<file path="src/rwc_pkg.sv">
// ----------------------------------------------------------------------------
// rwc_pkg
// shared types and constants of the rolling weak checksum block
// ----------------------------------------------------------------------------
`default_nettype none

package rwc_pkg;

  localparam int unsigned LEN_W      = 13;
  localparam int unsigned SUM_W      = 16;
  localparam int unsigned BYTE_W     = 8;
  localparam int unsigned CFG_DATA_W = 13;
  localparam int unsigned CFG_IDX_W  = 1;

  // register indexes
  localparam logic [CFG_IDX_W-1:0] CFG_WINDOW_LENGTH = 1'd0;
  localparam logic [CFG_IDX_W-1:0] CFG_ROLLING_MODE  = 1'd1;

  localparam logic [LEN_W-1:0] LEN_RESET = 13'd1024;

  typedef struct packed {
    logic [BYTE_W-1:0] data_byte;
    logic              restart;
    logic              stream_end;
  } in_word_t;

  typedef struct packed {
    logic [31:0] weak_sum;
    logic        short_block;
  } out_word_t;

endpackage

`default_nettype wire

</file>
<file path="src/rwc_accum.sv">
// ----------------------------------------------------------------------------
// rwc_accum
// byte sum, weighted sum and fill count; forms the checksum word
// ----------------------------------------------------------------------------
`default_nettype none

module rwc_accum
  import rwc_pkg::*;
(
  input  wire logic              clk_i,
  input  wire logic              rst_ni,
  input  wire logic              clear_i,
  input  wire logic [LEN_W-1:0]  len_i,
  input  wire logic              rolling_i,
  input  wire logic              proc_i,
  input  wire in_word_t          word_i,
  input  wire logic [BYTE_W-1:0] leaving_i,
  output logic                   res_valid_o,
  output out_word_t              res_o
);

  logic [LEN_W-1:0] fill_d, fill_q;
  logic [SUM_W-1:0] low_d, low_q;
  logic [SUM_W-1:0] wsum_d, wsum_q;

  logic [LEN_W-1:0]          fill0, fill1;
  logic [SUM_W-1:0]          low0, wsum0, low1, wsum1;
  logic [LEN_W+BYTE_W-1:0]   prod;
  logic                      full;

  always_comb begin
    fill0 = word_i.restart ? '0 : fill_q;
    low0  = word_i.restart ? '0 : low_q;
    wsum0 = word_i.restart ? '0 : wsum_q;
    prod  = len_i * leaving_i;
    full  = rolling_i && (fill0 >= len_i);

    if (full) begin
      low1  = low0 - SUM_W'(leaving_i) + SUM_W'(word_i.data_byte);
      wsum1 = wsum0 - prod[SUM_W-1:0] + low1;
      fill1 = len_i;
    end else begin
      low1  = low0 + SUM_W'(word_i.data_byte);
      wsum1 = wsum0 + low1;
      fill1 = fill0 + 1'b1;
    end

    res_valid_o       = (fill1 >= len_i) || (!rolling_i && word_i.stream_end);
    res_o.weak_sum    = {wsum1, low1};
    res_o.short_block = !rolling_i && (fill1 < len_i);

    fill_d = fill_q;
    low_d  = low_q;
    wsum_d = wsum_q;
    if (clear_i) begin
      fill_d = '0;
      low_d  = '0;
      wsum_d = '0;
    end else if (proc_i) begin
      if (word_i.stream_end || (!rolling_i && res_valid_o)) begin
        fill_d = '0;
        low_d  = '0;
        wsum_d = '0;
      end else begin
        fill_d = fill1;
        low_d  = low1;
        wsum_d = wsum1;
      end
    end
  end

  always_ff @(posedge clk_i or negedge rst_ni) begin
    if (!rst_ni) begin
      fill_q <= '0;
      low_q  <= '0;
      wsum_q <= '0;
    end else begin
      fill_q <= fill_d;
      low_q  <= low_d;
      wsum_q <= wsum_d;
    end
  end

endmodule

`default_nettype wire

</file>
<file path="config.mk">
export PLATFORM = sky130hd
export DESIGN_NAME = rwc_accum
export DESIGN_NICKNAME = d
export VERILOG_FILES = /design/src/rwc_pkg.sv /design/src/rwc_accum.sv
export SDC_FILE = /design/constraint.sdc
export NUM_CORES = 1
export LEC_CHECK = 0
export ABC_CLOCK_PERIOD_IN_PS = 5800
export BUFFER_PORTS_ARGS = -buffer_cell sky130_fd_sc_hd__buf_2
export CAP_MARGIN = 20
export CORE_ASPECT_RATIO = 0.8
export CORE_MARGIN = 1
export CORE_UTILIZATION = 57
export DETAILED_ROUTE_END_ITERATION = 10
export HOLD_SLACK_MARGIN = 0.08
export PLACE_DENSITY_LB_ADDON = 0.3
export SLEW_MARGIN = 20
export SYNTH_ARGS = -nofsm -noshare
export SYNTH_HDL_FRONTEND = slang
export SYNTH_SLANG_ARGS = --single-unit
</file>
<file path="constraint.sdc">
create_clock -name clk_i -period 5.8 [get_ports clk_i]
set_input_delay 0.58 -clock clk_i [delete_from_list [all_inputs] [get_ports clk_i]]
set_output_delay 0.58 -clock clk_i [all_outputs]
set_load 0.005 [all_outputs]
</file>
After elaboration in Yosys (flattened, before gate mapping):

Index checks and enable logic that the tools add are counted.

* $add $sub $neg: 7
* $mul: 1
* order comparisons: 3
* mux-type cells: 15
* reductions and logical operators: 8

Operators by type and width (count)
* two-way mux 16 bit: 10
* two-way mux 13 bit: 5
* adder 16 bit: 2
* adder 16 x 8 -> 16 bit: 2
* greater-or-equal comparator 13 bit: 2
* multiplier 13 x 8 -> 16 bit: 1
* subtractor 16 bit: 1
* subtractor 16 x 8 -> 16 bit: 1
* adder 13 x 1 -> 13 bit, second input constant: 1
* less-than comparator 13 bit: 1
* logical AND 1 bit: 4
* logical OR 1 bit: 2
* nonzero test 2 bit: 1
* logical NOT 1 bit: 1

* register bits after elaboration: 45
* input bits: 36
* word-level logic and storage cells: 37

Depth between registers and ports, before layout:

Gate-level depths: netlist of run 1.

* depth after elaboration: 11
* depth in mapped cells: 25
* gate-level depth less buffers: 22

Worst setup path before layout of run 1:

OpenSTA, ideal clock, no wires.

* path kind: input to output
* start point: in word_i[1] (netlist bit)
* end point: out res_o[32] (netlist bit)
* arrival: 5.481 ns
* path slack: -0.261 ns
* cell stages on the path: 21
* path buffers: 3
* cell sequence: buf_2 buf_2 clkbuf_1 nand2b_1 fa_1 inv_1 fa_1 fa_1 fa_1 inv_1 fa_1 inv_1 ha_1 or3_1 or2_0 a31oi_1 o31ai_1 o41ai_2 o21ai_0 nor3b_2 nor2_1

RTL lines
* start, declared: line rwc_accum.sv:16 `input wire in_word_t word_i,`
* end, declared: line rwc_accum.sv:19 `output out_word_t res_o`

==> impl_metrics.yaml, run 1 <==
sta:
  fin_ws_ps: -385
  slew_headroom: 0.551
  rsz0062_at_grt: "yes"
  period_minus_slack_ps: 6190
  finClkSkew_ps: 8.05
  fin_crit_sh: 1.07
  maxSlewViolCount: 0
  timing.fmax_mhz: 162
  worst_pin_slew_ps: 673
  setup_viol: 7
  final_hold_viol_count: 0
synthesis:
  synth_ff_type: "dfrtp_1"
  synth_top_area_share: 0.209
  syn_area_mm2: 0.00908
  synthCells: 1066
  synth.largest_area_cell: "fa_1"
  synth_edf_count: 0
  synth_area_leaders: "fa_1 21%, ha_1 14%, dfrtp_1 12%"
  synth-seq-cells: 45
  syn_area_per_cell_um2: 8.52
  syn_nets: 1298
  seq_area_frac_synth: 0.124
  synth_cell_types: 63
  yosysWarnings: 0
  async_reset_ff_frac: 1.00
global_routing:
  grt_pass1_wl_mm: 41.3
  grt_overflow: 0
  grt_max_degree: 46
  grt_use_total: 0.328
  grt_pass1_vias: 8118
  antenna_found_initial: 0
worst_setup_path:
  worstPathMaxFanout: 7
  crit_start: "leaving_i[0]"
  critPathCaptureType: "output port"
  r2r-end: "wsum_q[13]$_DFFE_PN0P_"
  r2r_setup_slack_ps: 530
  worstSetupStartpointType: "primary input"
  crit_type: "in -> out"
  reg2reg_from: "wsum_q[11]$_DFFE_PN0P_"
  r2r_cells: 21
  arrival_ps: 5610
  required_ps: 5220
clock_tree:
  cts_tree: "done"
  cts_buffers: 5
  clock_latency_ps: 310
  cts.htree.levels: 2
  cts-root-buf: "clkbuf_16"
  cts_max_path_buffers: 2
  cts.clk_slew.worst_paths_ps: 80
  cts_sinks: 45
flow_run:
  maxCapViolations: 0
place:
  place_hpwl_mm: 20.0
  gp_congestion: 0.914
  placedInstanceArea_mm2: 0.0104
  io_buffers: 69
  dp_slack_ps: -479
power:
  switching_share: 0.474
  power_density_mw_per_mm2: 504
  p_seq_frac: 0.058
  power_mw: 5.66
  p_leak_nw: 5.92
  clock_power_share: 0.057
  power_switching_mw: 2.68
  ir_worst_vdd_mv: 0.510
  power.internal_mw: 2.98
  p_comb_frac: 0.885
status:
  status: "complete, but fails checks"
  violations: "negative setup slack"
layout:
  drive_gt1_frac: 0.245
  layout_commonest_cell: "inv_1"
  nets: 1475
  syn_to_final_growth_pct: 23.7
  layout_common_cells: "169 x inv_1, 119 x buf_4, 94 x ha_1"
  fin_area_mm2: 0.0112
  antenna_cells: 0
  nFillCells: 1075
floorplan:
  dieArea_mm2: 0.0165
  initial_core_util: 0.593
  ios: 70
  row_count: 40
  core-area_mm2: 0.0153
  die_w_um: 143
  die_h_um: 115
drt:
  num_vias: 8432
  first_pass_iters: 6
  vias_per_cell: 5.80
  drt-total-wl_mm: 27.1
  wl_per_cell_um: 18.7
  drt_iter0_markers: 689
  ant_nets: 0
  drc: 0
hold_path:
  min_path_type: "in -> async"
cell type report:
cell class | instances | area [um2] | area share
Clock inverter | 2 | 13.8 | 0.00123
Tap cell | 210 | 263 | 0.0234
Multi-Input combinational cell | 808 | 7480 | 0.666
Sequential cell | 45 | 1130 | 0.100
Timing Repair Buffer | 205 | 1550 | 0.138
Inverter | 178 | 668 | 0.0595
Clock buffer | 6 | 139 | 0.0124
cells by family (layout without fill, tap and decap cells):
| group | Yosys count | in the layout | synth area share |
|---|---|---|---|
| adder cells (fa/ha/maj) | 196 | 196 | 0.348 |
| AND/OR/NAND/NOR | 327 | 327 | 0.186 |
| multiplexers | 20 | 20 | 0.0241 |
| AO/OA/AOI/OAI | 192 | 192 | 0.156 |
| flip-flops | 45 | 45 | 0.124 |
| XOR/XNOR | 73 | 73 | 0.0719 |
| buffers and inverters | 213 | 391 | 0.0901 |
repair_timing:
item                                    in CTS  in global routing
gates resized for setup                     40                 82
gates cloned                                 0                  1
pin swaps                                   23                 51
hold buffers                                 0                  0
buffers inserted                             4                 25
endpoints found under the setup margin       7                  8
hold endpoints to repair                     0                  0
per-layer routing:
metal  track usage  vias to the layer above  share of wire
met1         0.467                     4071           0.44
li1              -                     3880              -
met3        0.0637                       74          0.087
met2         0.506                      407           0.44
met5             0                        -              0
met4        0.0989                        0          0.031
worst max path at each step:
| stage | to | slack (ps) |
|---|---|---|
| 3_5_place_dp | res_o[32] | -480 |
| 2_1_floorplan | res_o[32] | -50 |
| 4_1_cts | res_o[32] | -160 |
| 6_report | res_o[32] | -390 |
| 5_1_grt | res_o[32] | -520 |
| 3_3_place_gp | res_o[32] | -410 |
metrics by stage:
stage / TNS [ps] / util / cells / hold slack, ps
floorplan: -47.6 / - / 1066 / 284
global placement: -1090 / 0.678 / 1417 / 465
detailed placement: -1660 / 0.678 / 1417 / 474
CTS: -347 / 0.701 / 1429 / 402
global route: -1940 / 0.734 / 1454 / 445
finish: -1080 / 0.734 / 1454 / 391
state kept, by name (all words and copies together) (netlist names):
signal,count
low_q,16
wsum_q,16
fill_q,13
synth_stat cells, drive strengths merged, types with 2 or more instances:
cell / count
o211ai: 5
xnor2: 52
o21a: 11
dfrtp: 45
nand4: 6
a31o: 3
nand2b: 30
o21ai: 41
nor3b: 2
a31oi: 4
a211oi: 11
nand3: 19
mux2i: 5
xor2: 20
nand2: 77
nor4: 3
nor2: 58
or2: 3
a22o: 40
a221o: 3
nor2b: 26
o21bai: 2
ha: 101
inv: 178
o31ai: 7
and2: 66
a21oi: 27
fa: 95
o41ai: 3
o2111ai: 3
o211a: 2
and3: 11
a211o: 3
nor3: 12
mux2: 15
a21o: 17
buf: 8
clkbuf: 27
or3: 11
power by group through the flow:
stage	clock network [mW]	logic (mW)	registers, mW
floorplan	0	2.30	0.335
global placement	0	3.29	0.337
detailed placement	0	3.34	0.337
CTS	0.330	3.89	0.331
global route	0.339	5.34	0.333
finish	0.323	5.01	0.331
critical path, stage by stage:
cell and delay [ps]:
buf_12 110, buf_6 120, buf_6 110, and2_4 130
fa_1 520, inv_2 50, fa_1 580, fa_1 480
fa_1 560, inv_2 50, fa_1 560, inv_2 60
ha_4 240, and2_1 170, o21ai_2 190, o31ai_4 120
o41ai_2 300, buf_4 190, o21ai_1 60, nor3b_2 160
nor2_1 120, buf_2 130
(Power assumes the default switching activity.)
==> inputs of run 2 (changes only) <==
--- a/config.mk
+++ b/config.mk
@@ -13,7 +13,7 @@
 export CORE_UTILIZATION = 57
 export DETAILED_ROUTE_END_ITERATION = 10
 export HOLD_SLACK_MARGIN = 0.08
-export PLACE_DENSITY_LB_ADDON = 0.3
+export PLACE_DENSITY = 0.78
 export SLEW_MARGIN = 20
 export SYNTH_ARGS = -nofsm -noshare
 export SYNTH_HDL_FRONTEND = slang
==> impl_metrics.yaml, run 2 (synthesis results as in run 1) <==
place:
  placedInstanceArea_mm2: 0.0104
  io_buffers: 69
  gp_congestion: 0.930
  dp_slack_ps: -422
  place_hpwl_mm: 20.3
  dp_cells: 1418
clock_tree:
  clock_latency_ps: 310
  cts.clk_slew.worst_paths_ps: 80
  cts-root-buf: "clkbuf_16"
  cts.htree.levels: 2
  cts_max_path_buffers: 2
  holdBufCountCts: 0
  cts_buffers: 5
  cts_sinks: 45
  cts_tree: "done"
sta:
  timing.fmax_mhz: 166
  final_hold_viol_count: 0
  fin_worst_hold_slack_ps: 365
  finClkSkew_ps: 9.66
  maxSlewViolCount: 0
  fin_crit_sh: 1.04
  slew_headroom: 0.563
  worst_pin_slew_ps: 656
  period_minus_slack_ps: 6020
  rsz0062_at_grt: "yes"
  fin_ws_ps: -222
  setup_viol: 8
worst_setup_path:
  arrival_ps: 5440
  path_cells: "buf_12 > and2_4 > fa_1 > inv_1 > fa_1 > fa_1 > fa_1 > inv_1 > fa_1 > inv_2 > ha_4 > or3_4 > or2_4 > a31oi_4 > o31ai_4 > o41ai_4 > o21ai_1 > nor3b_2 > nor2_1 > buf_2"
  cp_common_cell: "fa_1"
  worstPathMaxFanout: 6
  critPathCaptureType: "output port"
  worstSetupStartpointType: "primary input"
  slowest_delay_ps: 530
  cp_slowest_cell: "fa_1"
  critPathTopFamily: "adder cells"
  required_ps: 5220
  crit_type: "in -> out"
  cp_num_buf_inv: 5
floorplan:
  initial_core_util: 0.593
  ios: 70
  row_count: 40
  dieArea_mm2: 0.0165
  core-area_mm2: 0.0153
  die_h_um: 115
  die_w_um: 143
layout:
  antenna_cells: 0
  syn_to_final_growth_pct: 24.1
  final_cells: 1455
  largestRegisters: "low_q: 16 flops, wsum_q: 16 flops, fill_q: 13 flops"
  fin_area_mm2: 0.0113
  drive_gt1_frac: 0.239
  nFillCells: 1048
  layout_common_cells: "172 x inv_1, 122 x buf_4, 95 x ha_1"
  layout_commonest_cell: "inv_1"
  nets: 1476
global_routing:
  grt_max_degree: 46
  grt_overflow: 0
  grt_pass1_wl_mm: 42.0
  antenna_found_initial: 0
  grt_pass1_vias: 8339
  grt_use_total: 0.330
power:
  ir_worst_vdd_mv: 0.505
  power_mw: 5.90
  p_leak_nw: 5.93
  power_density_mw_per_mm2: 523
drt:
  drc: 0
  num_vias: 8603
  wl_met2_mm: 12.5
  drt-total-wl_mm: 27.9
  ant_nets: 0
  wl_met3_mm: 2.86
  vias_per_cell: 5.91
  drt_iter0_markers: 705
  wl_per_cell_um: 19.2
  first_pass_iters: 5
  highest_layer: "met4"
  wl_met1_mm: 11.8
status:
  violations: "negative setup slack"
  status: "complete, but fails checks"
flow_run:
  maxCapViolations: 0
hold_path:
  min_path_type: "in -> async"
## run 2: cell type report
class / instances / area, um2 / share of cell area
clock buffers: 6 / 139 / 0.0123
clock inverters: 2 / 13.8 / 0.00122
inverters: 178 / 668 / 0.0593
multi-input cells: 808 / 7510 / 0.666
flip-flops and latches: 45 / 1130 / 0.0999
well taps: 210 / 263 / 0.0233
repair buffers: 206 / 1550 / 0.138
## run 2: routing by layer
layer,GRT usage,vias up
li1,-,3881
met4,0.0989,0
met1,0.473,4162
met5,0,-
met2,0.523,480
met3,0.0437,80
## run 2: worst paths after layout
check,start,endpoint,slack (ps),depth (start not counted)
min,rst_ni,low_q[1]$_DFFE_PN0P_,370,2
max,leaving_i[0],res_o[32],-220,20
max in group asynchronous,rst_ni,fill_q[3]$_DFFE_PN0P_,4970,2
min in group clk_i,wsum_q[14]$_DFFE_PN0P_,wsum_q[14]$_DFFE_PN0P_,490,2
max reg2reg,wsum_q[6]$_DFFE_PN0P_,wsum_q[14]$_DFFE_PN0P_,460,22
min reg2reg,wsum_q[14]$_DFFE_PN0P_,wsum_q[14]$_DFFE_PN0P_,490,2
## run 2: report_power, final
| part | switching, mW | total, mW | internal (mW) |
|---|---|---|---|
| logic | 2.68 | 5.24 | 2.56 |
| registers | 0.00700 | 0.331 | 0.324 |
| clock network | 0.155 | 0.327 | 0.173 |
| total | 2.84 | 5.90 | 3.06 |
## run 2: what timing repair did
action                                  CTS  global route
pin swaps                                24            34
buffers inserted                          8            21
gates cloned                              0             0
hold endpoints to repair                  0             0
endpoints found under the setup margin    8             8
gates resized for setup                  46            80
## run 2: per-stage QoR
step,TNS [ps],utilization
4_1_cts,-401,0.704
3_3_place_gp,-963,0.678
6_report,-850,0.736
5_1_grt,-1830,0.736
3_5_place_dp,-1440,0.679
2_1_floorplan,-47.6,-
## run 2: worst reg2reg max path: stages (launching register included)
cell      delay (ps)
dfrtp_1          420
nand2b_4          80
fa_1             480
inv_1             50
fa_1             450
fa_1             510
fa_1             510
inv_1             50
fa_1             500
inv_2             50
ha_4             270
o21a_1           160
o21a_4           180
buf_6            110
nand3_4           70
o211a_4          280
o31ai_4          180
xor2_1           230
mux2i_2          140
buf_4            160
buf_4            120
buf_4            120
o21ai_0          150
